==> config.mk <==
export PLATFORM = sky130hd
export DESIGN_NAME = peer_weighted_round_robin_selector_top_flat
export DESIGN_NICKNAME = d
export VERILOG_FILES = /design/src/rtl/core/pwrr_pkg.sv /design/src/rtl/core/pwrr_if.sv /design/src/rtl/core/peer_weighted_round_robin_selector_top.sv /design/src/rtl/core/pwrr_ctrl.sv /design/src/rtl/core/pwrr_dp.sv /design/src/flat_wrapper.sv
export SDC_FILE = /design/constraint.sdc
export NUM_CORES = 1
export LEC_CHECK = 0
export ABC_AREA = 1
export BUFFER_PORTS_ARGS = -buffer_cell sky130_fd_sc_hd__buf_4
export CAP_MARGIN = 20
export CORE_ASPECT_RATIO = 0.6
export CORE_MARGIN = 2
export CORE_UTILIZATION = 40
export CTS_CLUSTER_DIAMETER = 100
export CTS_CLUSTER_SIZE = 8
export DETAILED_ROUTE_END_ITERATION = 8
export GPL_ROUTABILITY_DRIVEN = 0
export PLACE_DENSITY = 0.61
export SYNTH_ARGS = -nofsm -noshare
export SYNTH_HDL_FRONTEND = slang
export SYNTH_MEMORY_MAX_BITS = 65536
export SYNTH_SLANG_ARGS = --single-unit
==> constraint.sdc <==
create_clock -name clk -period 2.88 [get_ports clk]
set_input_delay 0.576 -clock clk [delete_from_list [all_inputs] [get_ports clk]]
set_output_delay 0.576 -clock clk [all_outputs]
set_load 0.005 [all_outputs]
==> src/rtl/core/pwrr_pkg.sv <==
// package for the peer selector: widths, codes, class pattern
// no dependencies
`timescale 1ns / 1ps
package pwrr_pkg;
    localparam int MaxPeers  = 64;
    localparam int PeerW     = 6;
    localparam int MaxSelect = 16;
    localparam logic [1:0] ACT_ADD    = 2'd0;
    localparam logic [1:0] ACT_FINISH = 2'd1;
    localparam logic [1:0] ACT_SELECT = 2'd2;
    localparam logic [1:0] ST_OK      = 2'd0;
    localparam logic [1:0] ST_PRESENT = 2'd1;
    localparam logic [1:0] ST_UNKNOWN = 2'd2;
    localparam logic [1:0] ST_NONE    = 2'd3;
    localparam logic [1:0] REG_FAST   = 2'd0;
    localparam logic [1:0] REG_MEDIUM = 2'd1;
    localparam logic [1:0] REG_PERIOD = 2'd2;
    localparam logic [15:0] Q_ONE = 16'd32768;
    localparam logic [15:0] W_OLD = 16'd58982;
    localparam logic [15:0] W_NEW = 16'd6554;

    typedef struct packed {
        logic [1:0]       action;
        logic [PeerW-1:0] peer_index;
        logic             received;
        logic [63:0]      request_time_ns;
        logic [63:0]      current_time_ns;
        logic [4:0]       select_count;
    } in_word_t;

    typedef struct packed {
        logic [1:0]       status;
        logic             found;
        logic [PeerW-1:0] selected_peer;
        logic             last;
    } out_word_t;

    // commands from controller to datapath
    typedef struct packed {
        logic load;       // capture input word
        logic do_add;
        logic fin_start;  // first finish step: capture old averages and the clamped diff
        logic fin_mul;    // multiply step
        logic fin_write;  // write averages
        logic cls_clear;  // clear class counters, pointers and scan
        logic cls_step;   // classify one peer
        logic sel_step;   // walk one pattern slot
        logic emit_pick;
        logic emit_single;
        logic [1:0] single_status;
    } cmd_t;

    typedef struct packed {
        logic       valid_hit;      // captured peer valid
        logic       index_ok;
        logic       cls_done;
        logic       need_reshuffle;
        logic       slot_has_peer;
        logic       all_empty;
        logic       out_busy;
        logic [1:0] action;
        logic [4:0] want;
    } status_t;

    // class of each pattern slot
    function automatic logic [1:0] slot_class(input logic [3:0] pos);
        logic [1:0] c;
        unique case (pos)
            4'd2, 4'd5, 4'd8, 4'd11, 4'd13: c = 2'd1;
            4'd14: c = 2'd2;
            4'd15: c = 2'd3;
            default: c = 2'd0;
        endcase
        return c;
    endfunction
endpackage

==> src/rtl/core/pwrr_if.sv <==
// valid/ready channel carrying one word
// depends on nothing; payload width via type parameter
`timescale 1ns / 1ps
interface pwrr_if #(parameter type word_t = logic) ();
    logic  valid;
    logic  ready;
    word_t data;
    modport source (output valid, output data, input ready);
    modport sink (input valid, input data, output ready);
endinterface

==> src/rtl/core/peer_weighted_round_robin_selector_top.sv <==
// One request word is taken at a time. Add, unknown-peer and unknown actions pass
// through capture and decode; a finish through capture, decode, one multiply
// stage and write back. A select takes capture and decode, then walks one pattern
// slot per cycle while the output is not stalled, sees the pick count reached and
// closes; a zero count or an empty table closes without a pick. Up to 16 slots may
// be walked per pick when only a sparse class holds peers. A reshuffle boundary adds
// the class sort: 64 peer reads, each classified in the cycle after its read.
// Result words wait in one output register; a stalled sink holds the walk.
// depends on pwrr_pkg, pwrr_if, pwrr_ctrl, pwrr_dp
`timescale 1ns / 1ps
module peer_weighted_round_robin_selector_top (
    input  logic        clk,
    input  logic        rst_n,
    pwrr_if.sink        in_ch,
    pwrr_if.source      out_ch,
    input  logic        psel,
    input  logic        penable,
    input  logic        pwrite,
    input  logic [3:0]  paddr,
    input  logic [31:0] pwdata,
    output logic [31:0] prdata,
    output logic        pready
);
    import pwrr_pkg::*;

    cmd_t    cmd;
    status_t st;
    logic [31:0] fast_reg;
    logic [31:0] medium_reg;
    logic [3:0]  period_reg;
    logic [1:0]  ridx;

    assign pready = 1'b1;
    assign ridx   = paddr[3:2];

    // configuration registers
    always_ff @(posedge clk or negedge rst_n)
    begin
        if (!rst_n)
        begin
            fast_reg   <= 32'd50000000;
            medium_reg <= 32'd100000000;
            period_reg <= 4'd10;
        end
        else if (psel && penable && pwrite && paddr[1:0] == 2'b00)
        begin
            unique case (ridx)
                REG_FAST:   fast_reg   <= pwdata;
                REG_MEDIUM: medium_reg <= pwdata;
                REG_PERIOD: period_reg <= pwdata[3:0];
                default:    ;
            endcase
        end
    end

    // register readback
    always_comb
    begin
        unique case (ridx)
            REG_FAST:   prdata = fast_reg;
            REG_MEDIUM: prdata = medium_reg;
            REG_PERIOD: prdata = {28'd0, period_reg};
            default:    prdata = '0;
        endcase
    end

    pwrr_ctrl u_ctrl (
        .clk      (clk),
        .rst_n    (rst_n),
        .in_valid (in_ch.valid),
        .in_ready (in_ch.ready),
        .st       (st),
        .cmd      (cmd)
    );

    pwrr_dp u_dp (
        .clk          (clk),
        .rst_n        (rst_n),
        .in_data      (in_ch.data),
        .cmd          (cmd),
        .st           (st),
        .fast_limit   (fast_reg),
        .medium_limit (medium_reg),
        .period       (period_reg),
        .out_valid    (out_ch.valid),
        .out_ready    (out_ch.ready),
        .out_data     (out_ch.data)
    );
endmodule

==> src/rtl/core/pwrr_ctrl.sv <==
// controller state machine for the peer selector
// depends on pwrr_pkg
`timescale 1ns / 1ps
module pwrr_ctrl (
    input  logic              clk,
    input  logic              rst_n,
    input  logic              in_valid,
    output logic              in_ready,
    input  pwrr_pkg::status_t st,
    output pwrr_pkg::cmd_t    cmd
);
    import pwrr_pkg::*;

    localparam logic [2:0] S_IDLE = 3'd0;
    localparam logic [2:0] S_DEC  = 3'd1;
    localparam logic [2:0] S_MUL  = 3'd2;
    localparam logic [2:0] S_WR   = 3'd3;
    localparam logic [2:0] S_CLS  = 3'd4;
    localparam logic [2:0] S_SEL  = 3'd5;
    localparam logic [2:0] S_FIN2 = 3'd6;

    logic [2:0] state_reg, state_next;
    logic [4:0] got_reg, got_next;

    assign in_ready = (state_reg == S_IDLE) && !st.out_busy;

    // next state and commands
    always_comb
    begin
        state_next = state_reg;
        got_next   = got_reg;
        cmd        = '0;
        unique case (state_reg)
            S_IDLE:
            begin
                if (in_valid && in_ready)
                begin
                    cmd.load   = 1'b1;
                    state_next = S_DEC;
                end
            end
            S_DEC:
            begin
                if (!st.out_busy)
                begin
                    got_next = '0;
                    priority if (st.action == ACT_ADD)
                    begin
                        cmd.emit_single   = 1'b1;
                        cmd.single_status = !st.index_ok ? ST_UNKNOWN :
                                            st.valid_hit ? ST_PRESENT : ST_OK;
                        cmd.do_add        = st.index_ok && !st.valid_hit;
                        state_next        = S_IDLE;
                    end
                    else if (st.action == ACT_FINISH)
                    begin
                        if (!st.index_ok || !st.valid_hit)
                        begin
                            cmd.emit_single   = 1'b1;
                            cmd.single_status = ST_UNKNOWN;
                            state_next        = S_IDLE;
                        end
                        else
                        begin
                            cmd.fin_start = 1'b1;
                            state_next    = S_MUL;
                        end
                    end
                    else if (st.action == ACT_SELECT)
                    begin
                        if (st.need_reshuffle)
                        begin
                            cmd.cls_clear = 1'b1;
                            state_next    = S_CLS;
                        end
                        else
                        begin
                            state_next = S_SEL;
                        end
                    end
                    else
                    begin
                        cmd.emit_single   = 1'b1;
                        cmd.single_status = ST_OK;
                        state_next        = S_IDLE;
                    end
                end
            end
            S_MUL:
            begin
                cmd.fin_mul = 1'b1;
                state_next  = S_WR;
            end
            S_WR:
            begin
                if (!st.out_busy)
                begin
                    cmd.fin_write     = 1'b1;
                    cmd.emit_single   = 1'b1;
                    cmd.single_status = ST_OK;
                    state_next        = S_IDLE;
                end
            end
            S_CLS:
            begin
                cmd.cls_step = 1'b1;
                if (st.cls_done)
                begin
                    state_next = S_SEL;
                end
            end
            S_SEL:
            begin
                if (got_reg >= st.want)
                begin
                    state_next = S_FIN2;
                end
                else if (!st.out_busy)
                begin
                    cmd.sel_step  = 1'b1;
                    cmd.emit_pick = st.slot_has_peer;
                    if (st.slot_has_peer)
                    begin
                        got_next = got_reg + 5'd1;
                    end
                    if (st.all_empty)
                    begin
                        state_next = S_FIN2;
                    end
                end
            end
            S_FIN2:
            begin
                // zero picks: one closing word; else the last pick already went out
                if (got_reg == '0)
                begin
                    if (!st.out_busy)
                    begin
                        cmd.emit_single   = 1'b1;
                        cmd.single_status = (st.want != '0) ? ST_NONE : ST_OK;
                        state_next        = S_IDLE;
                    end
                end
                else
                begin
                    state_next = S_IDLE;
                end
            end
            default:
            begin
                state_next = S_IDLE;
            end
        endcase
    end

    // state registers
    always_ff @(posedge clk or negedge rst_n)
    begin
        if (!rst_n)
        begin
            state_reg <= S_IDLE;
            got_reg   <= '0;
        end
        else
        begin
            state_reg <= state_next;
            got_reg   <= got_next;
        end
    end
endmodule

==> src/rtl/core/pwrr_dp.sv <==
// datapath: peer table, averages, class lists, pattern walk, output word
// depends on pwrr_pkg
`timescale 1ns / 1ps
module pwrr_dp (
    input  logic                clk,
    input  logic                rst_n,
    input  pwrr_pkg::in_word_t  in_data,
    input  pwrr_pkg::cmd_t      cmd,
    output pwrr_pkg::status_t   st,
    input  logic [31:0]         fast_limit,
    input  logic [31:0]         medium_limit,
    input  logic [3:0]          period,
    output logic                out_valid,
    input  logic                out_ready,
    output pwrr_pkg::out_word_t out_data
);
    import pwrr_pkg::*;

    in_word_t in_reg;
    logic [MaxPeers-1:0] valid_reg;
    logic [MaxPeers-1:0] sample_reg;
    logic [15:0] hit_mem [MaxPeers];
    logic [31:0] rtt_mem [MaxPeers];
    logic [PeerW-1:0] list_mem [4*MaxPeers];
    logic [PeerW:0]   cnt_reg [4];
    logic [PeerW-1:0] ptr_reg [4];
    logic [3:0] pos_reg;
    logic [3:0] cyc_reg;
    logic [PeerW:0] scan_reg;

    // scan read stage: one peer entry per cycle
    logic [15:0]      rd_hit_reg;
    logic [31:0]      rd_rtt_reg;
    logic             rd_valid_reg;
    logic             rd_sample_reg;
    logic [PeerW-1:0] rd_idx_reg;

    // finish working registers
    logic [15:0] hit_old_reg;
    logic [31:0] rtt_old_reg;
    logic [31:0] sample_reg32;
    logic        first_reg;
    logic [31:0] hit_prod_reg;
    logic [47:0] rtt_prod_reg;

    logic out_valid_reg;
    out_word_t out_reg;
    logic [4:0] want_reg;
    logic [4:0] picked_reg;

    logic [PeerW-1:0] pidx;
    logic [63:0] diff;
    logic [1:0]  sc;
    logic [PeerW-1:0] sp;
    logic [PeerW-1:0] scan_idx;
    logic [1:0] cls;
    logic [PeerW:0] ptr_next;
    logic [4:0] want_cap;
    logic [3:0] pos_next;
    logic [3:0] cyc_inc;
    logic       cls_write;

    assign pidx = in_reg.peer_index;
    assign diff = in_reg.current_time_ns - in_reg.request_time_ns;
    assign sc   = slot_class(pos_reg);
    assign sp   = (ptr_reg[sc] >= cnt_reg[sc][PeerW-1:0] && cnt_reg[sc][PeerW] == 1'b0)
                  ? '0 : ptr_reg[sc];
    assign ptr_next = {1'b0, sp} + 1'b1;
    assign scan_idx = scan_reg[PeerW-1:0];
    assign want_cap = (in_data.select_count > 5'(MaxSelect)) ? 5'(MaxSelect)
                      : in_data.select_count;
    assign pos_next = pos_reg + 4'd1;
    assign cyc_inc  = cyc_reg + 4'd1;
    // classify stage runs in the cycle after the read stage
    assign cls_write = cmd.cls_step && scan_reg != '0 && rd_valid_reg;

    // class of the peer read in the previous scan cycle
    always_comb
    begin
        priority if (rd_sample_reg && rd_hit_reg == '0)
            cls = 2'd3;
        else if (rd_rtt_reg < fast_limit)
            cls = 2'd0;
        else if (rd_rtt_reg < medium_limit)
            cls = 2'd1;
        else
            cls = 2'd2;
    end

    assign st.valid_hit      = valid_reg[pidx];
    assign st.index_ok       = 1'b1;
    assign st.cls_done       = scan_reg == 7'(MaxPeers);
    assign st.need_reshuffle = pos_reg == '0 && cyc_reg == '0;
    assign st.slot_has_peer  = cnt_reg[sc] != '0;
    assign st.all_empty      = cnt_reg[0] == '0 && cnt_reg[1] == '0
                               && cnt_reg[2] == '0 && cnt_reg[3] == '0;
    assign st.out_busy       = out_valid_reg && !out_ready;
    assign st.action         = in_reg.action;
    assign st.want           = want_reg;

    assign out_valid = out_valid_reg;
    assign out_data  = out_reg;

    // captured input, scan reads and finish arithmetic
    always_ff @(posedge clk)
    begin
        if (cmd.load)
        begin
            in_reg   <= in_data;
            want_reg <= want_cap;
        end
        if (cmd.cls_step && !scan_reg[PeerW])
        begin
            rd_hit_reg    <= hit_mem[scan_idx];
            rd_rtt_reg    <= rtt_mem[scan_idx];
            rd_valid_reg  <= valid_reg[scan_idx];
            rd_sample_reg <= sample_reg[scan_idx];
            rd_idx_reg    <= scan_idx;
        end
        if (cmd.fin_start)
        begin
            hit_old_reg  <= hit_mem[pidx];
            rtt_old_reg  <= rtt_mem[pidx];
            first_reg    <= !sample_reg[pidx];
            sample_reg32 <= (diff[63:32] != '0) ? 32'hFFFF_FFFF : diff[31:0];
        end
        if (cmd.fin_mul)
        begin
            hit_prod_reg <= 32'(hit_old_reg) * 32'(W_OLD) + 32'(Q_ONE) * 32'(W_NEW);
            rtt_prod_reg <= 48'(rtt_old_reg) * 48'(W_OLD) + 48'(sample_reg32) * 48'(W_NEW);
        end
    end

    // table memories
    always_ff @(posedge clk)
    begin
        if (cmd.do_add)
        begin
            hit_mem[pidx] <= '0;
            rtt_mem[pidx] <= '0;
        end
        if (cmd.fin_write)
        begin
            if (first_reg)
                hit_mem[pidx] <= in_reg.received ? Q_ONE : '0;
            else if (in_reg.received)
                hit_mem[pidx] <= hit_prod_reg[31:16];
            if (in_reg.received)
                rtt_mem[pidx] <= (rtt_old_reg == '0) ? sample_reg32 : rtt_prod_reg[47:16];
        end
        if (cls_write)
            list_mem[{cls, cnt_reg[cls][PeerW-1:0]}] <= rd_idx_reg;
    end

    // control state of the datapath
    always_ff @(posedge clk or negedge rst_n)
    begin
        if (!rst_n)
        begin
            valid_reg     <= '0;
            sample_reg    <= '0;
            for (int c = 0; c < 4; c++)
            begin
                cnt_reg[c] <= '0;
                ptr_reg[c] <= '0;
            end
            pos_reg       <= '0;
            cyc_reg       <= '0;
            scan_reg      <= '0;
            out_valid_reg <= 1'b0;
            out_reg       <= '0;
            picked_reg    <= '0;
        end
        else
        begin
            if (cmd.emit_pick || cmd.emit_single)
                out_valid_reg <= 1'b1;
            else if (out_valid_reg && out_ready)
                out_valid_reg <= 1'b0;
            if (cmd.load)
                picked_reg <= '0;
            if (cmd.do_add)
            begin
                valid_reg[pidx]  <= 1'b1;
                sample_reg[pidx] <= 1'b0;
                pos_reg          <= '0;
                cyc_reg          <= '0;
            end
            if (cmd.fin_write)
                sample_reg[pidx] <= 1'b1;
            if (cmd.cls_clear)
            begin
                for (int c = 0; c < 4; c++)
                begin
                    cnt_reg[c] <= '0;
                    ptr_reg[c] <= '0;
                end
                scan_reg <= '0;
            end
            if (cmd.cls_step)
            begin
                if (cls_write)
                    cnt_reg[cls] <= cnt_reg[cls] + 1'b1;
                scan_reg <= scan_reg + 1'b1;
            end
            if (cmd.sel_step)
            begin
                if (st.slot_has_peer)
                    ptr_reg[sc] <= (ptr_next >= cnt_reg[sc]) ? '0 : ptr_next[PeerW-1:0];
                pos_reg <= pos_next;
                if (pos_next == '0)
                    cyc_reg <= (cyc_inc >= period) ? '0 : cyc_inc;
            end
            if (cmd.emit_pick)
            begin
                out_reg.status       <= ST_OK;
                out_reg.found        <= 1'b1;
                out_reg.selected_peer <= list_mem[{sc, sp}];
                out_reg.last         <= (picked_reg + 5'd1 == want_reg) || st.all_empty;
                picked_reg           <= picked_reg + 5'd1;
            end
            if (cmd.emit_single)
            begin
                out_reg       <= '{status: cmd.single_status, found: 1'b0,
                                   selected_peer: '0, last: 1'b1};
            end
        end
    end
endmodule

==> src/flat_wrapper.sv <==
// flat-port wrapper written by rule: the top's interface ports become plain ports
module peer_weighted_round_robin_selector_top_flat import pwrr_pkg::*;
  (clk, rst_n, psel, penable, pwrite, paddr, pwdata, prdata, pready, in_ch_valid, in_ch_data, in_ch_ready, out_ch_valid, out_ch_data, out_ch_ready);
  pwrr_if in_ch_i ();
  pwrr_if out_ch_i ();
  input  logic clk;
  input  logic rst_n;
  input  logic psel;
  input  logic penable;
  input  logic pwrite;
  input  logic [3:0] paddr;
  input  logic [31:0] pwdata;
  output logic [31:0] prdata;
  output logic pready;
  input wire logic [$bits(in_ch_i.valid)-1:0] in_ch_valid;
  input wire logic [$bits(in_ch_i.data)-1:0] in_ch_data;
  output wire logic [$bits(in_ch_i.ready)-1:0] in_ch_ready;
  output wire logic [$bits(out_ch_i.valid)-1:0] out_ch_valid;
  output wire logic [$bits(out_ch_i.data)-1:0] out_ch_data;
  input wire logic [$bits(out_ch_i.ready)-1:0] out_ch_ready;
  assign in_ch_i.valid = in_ch_valid;
  assign in_ch_i.data = in_ch_data;
  assign in_ch_ready = in_ch_i.ready;
  assign out_ch_valid = out_ch_i.valid;
  assign out_ch_data = out_ch_i.data;
  assign out_ch_i.ready = out_ch_ready;
  peer_weighted_round_robin_selector_top u_core (.clk(clk), .rst_n(rst_n), .in_ch(in_ch_i), .out_ch(out_ch_i), .psel(psel), .penable(penable), .pwrite(pwrite), .paddr(paddr), .pwdata(pwdata), .prdata(prdata), .pready(pready));
endmodule
==> impl_metrics.toml, run 1 <==
[pwr]
p_per_area_mw_per_mm2 = 601.0
vdd_drop_max_v = 0.0003371
power.leakage_nw = 3.956

[timing]
timing.final.ws_setup_ns = 0.2947
holdWs_ns = 0.2343
worst_slew_pin_slew_ns = 0.7573
clock_skew_ns = 0.01256
setup_tns_ns = 0
period_needed_ns = 2.585
final_max_slew_viol_count = 0
hold_viol = 0
timing.fmax_ghz = 0.3868
rsz0062_at_grt = "false"
max_slew_margin = 0.4952
finalCritPeriodShare = 0.8977
setup_viol = 0

[critical_path]
rrSetupSlack_ns = 0.29
worstReg2RegStart = "u_core.fast_reg[0]"
start_kind = "flop"
cp_max_fo = 9
r2r-end = "u_core.u_dp.cnt_reg[27]"
rr_worst_depth = 15
critPathRequiredTime_ns = 3.18
worstSetupPathType = "reg2reg"
endpoint_kind = "flop"
arrival_ns = 2.88
critPathLaunch = "u_core.fast_reg[0]"

[clocking]
root_buffer = "clkbuf_16"
path_clk_slew_ns = 0.07
htreeDepth = 4
clk-insertion-delay-late_ns = 0.42
ctsResizeCount = 0
cts_tree = "yes"
cts_made_buffers = 17
cts.sinks = 127
cts_buffer_depth = 2

[yosys]
synth-adder-area-share = 0.02167
synthesis.nets = 837
ys_types = 45
synth_simple_gate_area_frac = 0.2630
synth_xor_xnor_area_share = 0.01773
yosys_most_used_dff = "dfrtp_1"
synth_warnings = 0
synth-compound-area-share = 0.1280
syn_avg_cell_area_um2 = 8.123
muxShareOfSynthArea = 0
postSynthCellCount = 782
synth_seq_cells = 127
async_flop_share = 0.9764
synthesis.area_mm2 = 0.006352
synth_edf_count = 3
synth_top_family_by_area = "simple AND/OR/NAND/NOR gates"
synth.yosys.seq_area_share = 0.5078

[final_layout]
fin_cells = 1086
antenna-diode-count = 0
nets = 925
area_growth_pct = 23.75
final_layout_size_suffix_gt1_frac = 0.2027
postLayoutCellArea_mm2 = 0.007861

[route]
routed_via_density = 4.971
drcViolationCount = 0
vias = 5399
wl_per_cell_um = 14.22
antenna_left = 0
routed_wl_um = 15450
drt-initial-drc-count = 469
first_pass_iters = 5

[placement]
hpwl_um = 11210
dp.cells = 1052
place_area_mm2 = 0.007238
port_buffers = 78
place_ws_ns = 0.1667

[die]
pin_count = 80
rows = 35
dieArea_mm2 = 0.01694
die_w_um = 166.7
die_y_um = 101.6
core_mm2 = 0.01546
initial_utilization = 0.4109

[global_route]
grt-ovfl-total = 0
grt_max_degree = 65
grt_usage = 0.1925
antenna_found_initial = 0
grt_pass1_vias = 4932
grt_pass1_wl_um = 25640

[hold_path]
worstHoldPathType = "in2async"

[flow_run]
drv_cap = 0

[run_status]
status = "finished, final reports clean"
## how the worst max path moves through the flow
stage / slack (ns) / cells past startpoint / endpoint
4_1_cts: 0.15 / 15 / u_core.u_dp.cnt_reg[27]
3_3_place_gp: 0.25 / 15 / u_core.u_dp.cnt_reg[27]
3_5_place_dp: 0.17 / 15 / u_core.u_dp.cnt_reg[27]
2_1_floorplan: 0.63 / 15 / u_core.u_dp.cnt_reg[13]
5_1_grt: 0.11 / 15 / u_core.u_dp.cnt_reg[6]
6_report: 0.29 / 15 / u_core.u_dp.cnt_reg[27]
## kinds of logic after synthesis
| logic type | count (synthesis) |
|---|---|
| DFF | 127 |
| buffers and inverters | 102 |
| adders and majority gates | 11 |
| other | 1 |
| and+or+nand+nor | 389 |
| xor gates and xnor gates | 12 |
| AOI/OAI and AO/OA | 140 |
## area by class of cell
cell class              count  area (um^2)
clock buffers              19        454.2
clock inverters            13        153.9
fillers                  1478         7597
inverters                  80        300.3
multi-input cells         553         2753
flip-flops and latches    127         3226
well taps                 203        254.0
repair buffers             91        720.7
## worst max-delay path, stage by stage (launching register included)
cell	delay, ns
dfrtp_1	0.39
nor2_1	0.11
nand2_1	0.06
nor2_1	0.20
nand2_2	0.13
nor2_8	0.20
nor2_1	0.11
nand2_1	0.07
o21ai_1	0.12
a21oi_4	0.19
ha_1	0.24
nand3_1	0.14
nor2_2	0.15
nand3_1	0.16
nand3_1	0.14
nand2_1	0.05
## power by group
group | switching, W | internal [W] | leakage [nW] | total, W
clock | 0.000839 | 0.00134 | 0.284 | 0.00218
combinational | 0.000269 | 0.000220 | 2.08 | 0.000489
sequential | 0.000100 | 0.00195 | 1.59 | 0.00205
total | 0.00121 | 0.00352 | 3.96 | 0.00472
## cell usage after synthesis, types with 3 or more instances
| master | count | area, um^2 |
|---|---|---|
| nand2_1 | 218 | 818.3 |
| dfrtp_1 | 98 | 2452 |
| o21ai_0 | 97 | 485.5 |
| nor2_1 | 89 | 334.1 |
| inv_1 | 75 | 281.5 |
| nand3_1 | 41 | 205.2 |
| dfstp_2 | 26 | 683.2 |
| a22o_1 | 21 | 183.9 |
| clkbuf_1 | 19 | 71.32 |
| ha_1 | 11 | 137.6 |
| nor3_1 | 10 | 50.05 |
| o21ai_1 | 9 | 45.04 |
| xor2_1 | 8 | 70.07 |
| nand2_2 | 6 | 37.54 |
| nor2_2 | 4 | 25.02 |
| nor4_1 | 4 | 25.02 |
| a31oi_1 | 3 | 18.77 |
| edfxtp_1 | 3 | 90.09 |
| inv_2 | 3 | 11.26 |
| xnor2_1 | 3 | 26.28 |
## through the flow
step | total power, W | util
2_1_floorplan | 0.002324 | -
3_3_place_gp | 0.002566 | 0.4682
3_5_place_dp | 0.002574 | 0.4682
4_1_cts | 0.004775 | 0.5076
5_1_grt | 0.004941 | 0.5085
6_report | 0.004725 | 0.5085
## layout by cell type (no fill, tap or decap), types with 6 or more instances in the layout
cell type / n
a22o_1: 21
buf_4: 88
clkbuf_16: 18
dfrtp_1: 98
dfstp_2: 26
ha_1: 11
inv_1: 75
nand2_1: 218
nand2_2: 6
nand3_1: 39
nor2_1: 87
nor2_2: 6
nor3_1: 10
o21ai_0: 97
o21ai_1: 9
xor2_1: 8
## metal layers
layer	routed length [um]	track usage	part of all wire
met5	0	0	0
met4	134	0.05769	0.0087
met2	5736	0.2428	0.37
met1	8612	0.3166	0.56
met3	964	0.04338	0.062
## repair_timing
action                     in CTS  in global routing
hold buffers                    0                  0
setup endpoints to repair       0                  8
buffers inserted                0                  2
hold endpoints to repair        0                  0
(Power assumes the default switching activity.)
==> run 2, diff against run 1 <==
Settings changed: CORE_UTILIZATION 40 to 58, PLACE_DENSITY 0.61 to 0.82.
==> impl_metrics.toml, run 2 (synthesis results as in run 1) <==
[clocking]
hold_buffers = 0
cts_made_buffers = 17
clk-insertion-delay-late_ns = 0.42
htreeDepth = 4
cts_tree = "yes"
path_clk_slew_ns = 0.06
root_buffer = "clkbuf_16"
cts.sinks = 127
cts_buffer_depth = 2

[global_route]
grt_pass1_wl_um = 25940
grt-ovfl-total = 0
grt_usage = 0.2745
antenna_found_initial = 0
grt_pass1_vias = 5412
grt_max_degree = 65

[final_layout]
multi_input_area_mm2 = 0.002755
nets = 922
postLayoutCellArea_mm2 = 0.007750
antenna-diode-count = 0
final_cell_mix = "218 x nand2_1, 98 x dfrtp_1, 97 x o21ai_0"
final_common_cell = "nand2_1"
seqCellArea_mm2 = 0.003226
fillers = 755
final_layout_size_suffix_gt1_frac = 0.2011
area_growth_pct = 22.00

[timing]
rsz0062_at_grt = "false"
final_max_slew_viol_count = 0
worst_slew_pin_slew_ns = 0.6666
timing.fmax_ghz = 0.3760
clock_skew_ns = 0.009054
hold_viol = 0
period_needed_ns = 2.660
setup_viol = 0
max_slew_margin = 0.5556
finalCritPeriodShare = 0.9235
setup_tns_ns = 0

[critical_path]
endpoint_kind = "flop"
critPathLaunch = "u_core.fast_reg[3]"
cp_max_fo = 9
worstReg2RegStart = "u_core.fast_reg[3]"
arrival_ns = 2.96
start_kind = "flop"
worstSetupPathType = "reg2reg"
critPathRequiredTime_ns = 3.18

[pwr]
power.leakage_nw = 3.939
p_per_area_mw_per_mm2 = 614.2
vdd_drop_max_v = 0.0004368

[route]
drt-initial-drc-count = 528
antenna_left = 0
wl_per_cell_um = 15.20
vias = 5677
drcViolationCount = 0
first_pass_iters = 5
routed_wl_um = 15490
routed_via_density = 5.571

[die]
pin_count = 80
initial_utilization = 0.5975
rows = 29
dieArea_mm2 = 0.01183
die_y_um = 85.07
core_mm2 = 0.01063
die_w_um = 139.1

[flow_run]
drv_cap = 0

[placement]
hpwl_um = 10660
port_buffers = 78
place_area_mm2 = 0.007116

[run_status]
status = "finished, final reports clean"

[hold_path]
worstHoldPathType = "in2async"
run 2: cell types whose count changed in the layout (fill, tap and decap cells not counted), sizes merged:
cell      before  now
clkinv         4    7
buf           91   88
bufinv         2    3
clkbuf        19   18
inv           83   82
clkinvlp       4    2
run 2: power breakdown:
group          switching (W)  internal, W
Combinational       0.000270     0.000219
Sequential          0.000103      0.00195
Clock               0.000841      0.00137
run 2: critical path, stage by stage, from the launching register on:
cell     delay (ns)
dfrtp_1        0.41
nor2_1         0.17
nand2_1        0.08
nor2_1         0.16
nand2_2        0.13
nor2_8         0.20
nor2_1         0.11
nand2_1        0.08
o21ai_1        0.10
a21oi_4        0.21
ha_2           0.25
nand3_1        0.13
nor2_2         0.15
nand3_1        0.17
nand3_1        0.13
nand2_1        0.06
run 2: final cells by class:
class,count,share of cell area
clock buffer,18,0.05538
clock inverter,14,0.02325
inverter,80,0.03875
multi-input combinational,553,0.3555
sequential,127,0.4162
tap,139,0.02244
timing repair buffer,88,0.08847
run 2: layer usage:
layer	vias up	part of all wire	GRT usage
met5	-	0	0
met4	0	0.016	0.08724
met3	25	0.069	0.05982
met2	237	0.44	0.4183
met1	2709	0.47	0.3986
li1	2706	-	-
run 2: per-stage QoR:
stage	cells	setup WS (ns)	power [W]	util	hold slack, ns
2_1_floorplan	782	0.6330	0.002324	-	0.2804
3_3_place_gp	984	0.3926	0.002542	0.6693	0.4693
3_5_place_dp	984	0.2211	0.002563	0.6693	0.4840
4_1_cts	1016	0.1568	0.004772	0.7266	0.2064
5_1_grt	1019	0.008390	0.004940	0.7290	0.2198
6_report	1019	0.2204	0.004760	0.7290	0.1831
run 2: what timing repair did:
item,4_1_cts,5_1_grt
setup endpoints to repair,0,8
setup buffers,0,3
gates resized for setup,0,1
run 2: worst paths after layout:
path	slack [ns]	cells after the start	end
min in group clk	0.33	1	u_core.u_dp.want_reg[0]
worst max register to register	0.22	15	u_core.u_dp.cnt_reg[27]
worst max-delay path	0.22	15	u_core.u_dp.cnt_reg[27]
worst min register to register	0.49	2	u_core.period_reg[1]
max in group asynchronous	1.97	2	u_core.fast_reg[17]
worst min-delay path	0.18	1	u_core.medium_reg[2]
==> run 3, diff against run 2 <==
Settings changed: BUFFER_PORTS_ARGS -buffer_cell sky130_fd_sc_hd__buf_4 to -buffer_cell sky130_fd_sc_hd__buf_2, CELL_PAD_IN_SITES_DETAIL_PLACEMENT set to 0, CELL_PAD_IN_SITES_GLOBAL_PLACEMENT set to 1, CORE_UTILIZATION 58 to 43, PLACE_DENSITY 0.82 to 0.81.
==> impl_metrics.toml, run 3 (synthesis results as in run 1) <==
[run_status]
status = "finished, final reports clean"

[pwr]
power.leakage_nw = 3.875
vdd_drop_max_v = 0.0003486
p_per_area_mw_per_mm2 = 602.0

[global_route]
grt_pass1_vias = 5067
grt_max_degree = 65
grt_usage = 0.2067
grt_pass1_wl_um = 25840
antenna_found_initial = 0
grt-ovfl-total = 0

[placement]
place_ws_ns = 0.1955
port_buffers = 78
place_area_mm2 = 0.006997
hpwl_um = 11250

[die]
initial_utilization = 0.4392
rows = 34
core_mm2 = 0.01446
die_y_um = 98.15
dieArea_mm2 = 0.01579
pin_count = 80
die_w_um = 160.9

[final_layout]
antenna-diode-count = 0
area_growth_pct = 19.26
nets = 921
final_common_cell = "nand2_1"
final_layout_size_suffix_gt1_frac = 0.2002
postLayoutCellArea_mm2 = 0.007576
final_cell_mix = "218 x nand2_1, 98 x dfrtp_1, 97 x o21ai_0"

[timing]
period_needed_ns = 2.599
rsz0062_at_grt = "false"
worst_slew_pin_slew_ns = 0.6884
clock_skew_ns = 0.01358
setup_viol = 0
timing.fmax_ghz = 0.3847
max_slew_margin = 0.5401
final_max_slew_viol_count = 0
timing.final.ws_setup_ns = 0.2808
finalCritPeriodShare = 0.9025
hold_viol = 0
setup_tns_ns = 0

[route]
routed_via_density = 5.054
vias = 5443
drt-initial-drc-count = 363
antenna_left = 0
first_pass_iters = 5
routed_wl_um = 15630
wl_per_cell_um = 14.51
drcViolationCount = 0

[critical_path]
critPathRequiredTime_ns = 3.18
arrival_ns = 2.90
endpoint_kind = "flop"
cp_max_fo = 9
start_kind = "flop"
worstSetupPathType = "reg2reg"

[flow_run]
drv_cap = 0

[clocking]
path_clk_slew_ns = 0.06
clk-insertion-delay-late_ns = 0.42
htreeDepth = 4
root_buffer = "clkbuf_16"
cts.sinks = 127
cts_tree = "yes"
ctsResizeCount = 0
cts_made_buffers = 17
cts_buffer_depth = 2

[hold_path]
worstHoldPathType = "in2async"
[run 3: cell count changes in the layout (fill, tap and decap cells not counted), sizes merged]
cell / before / now
clkbuf: 18 / 17
bufinv: 3 / 1
buf: 88 / 87
clkinvlp: 2 / 4
clkinv: 7 / 8
[run 3: layout make-up]
class                      count  area (um^2)
timing repair buffer          87        485.5
sequential                   127         3226
inverter                      80        300.3
tap                          198        247.7
multi-input combinational    553         2753
clock inverter                15        138.9
fill                        1381         6888
clock buffer                  17        425.4
[run 3: metrics by stage]
step	util	power [W]	cells	hold WS, ns
final	0.5238	0.004561	1077	0.1343
after global routing	0.5238	0.004775	1077	0.1671
after CTS	0.5228	0.004602	1075	0.1582
after detailed placement	0.4837	0.002533	1043	0.4736
after global placement	0.4837	0.002516	1043	0.4706
after floorplan	-	0.002324	782	0.2804
[run 3: path summary, 6_finish.rpt]
path	slack [ns]	to	startpoint	cells after the start
setup reg to reg	0.28	u_core.u_dp.cnt_reg[11]	u_core.fast_reg[3]	15
setup / recovery	0.28	u_core.u_dp.cnt_reg[11]	u_core.fast_reg[3]	15
hold reg to reg	0.49	u_core.u_dp.valid_reg[0]	u_core.u_dp.valid_reg[0]	2
max in group asynchronous	2.05	u_core.fast_reg[25]	rst_n	2
hold / removal	0.13	u_core.period_reg[2]	rst_n	1
min in group clk	0.34	u_core.u_dp.want_reg[0]	in_ch_data	1
[run 3: report_power, final]
part	switching, W	total [W]	internal (W)
Sequential	0.000101	0.00205	0.00195
Clock	0.000859	0.00206	0.00120
Combinational	0.000268	0.000451	0.000183
Total	0.00123	0.00456	0.00333
[run 3: timing repair]
| item | in CTS | in global routing |
|---|---|---|
| buffers inserted | 0 | 2 |
| endpoints found under the setup margin | 0 | 8 |
| hold buffers | 0 | 0 |
[run 3: layer usage]
layer	share of wire	global-route usage	up-vias
met4	0.0079	0.05357	0
met2	0.41	0.2813	177
li1	-	-	2696
met1	0.52	0.3262	2555
met3	0.064	0.04885	15
met5	0	0	-
[run 3: worst max-delay path, stage by stage (launching register included)]
cell,delay (ns)
dfrtp_1,0.39
nor2_1,0.15
nand2_1,0.07
nor2_1,0.18
nand2_2,0.13
nor2_8,0.20
nor2_1,0.10
nand2_1,0.08
o21ai_1,0.09
a21oi_4,0.17
ha_1,0.24
nand3_1,0.14
nor2_2,0.16
nand3_1,0.17
nand3_1,0.12
nand2_1,0.05
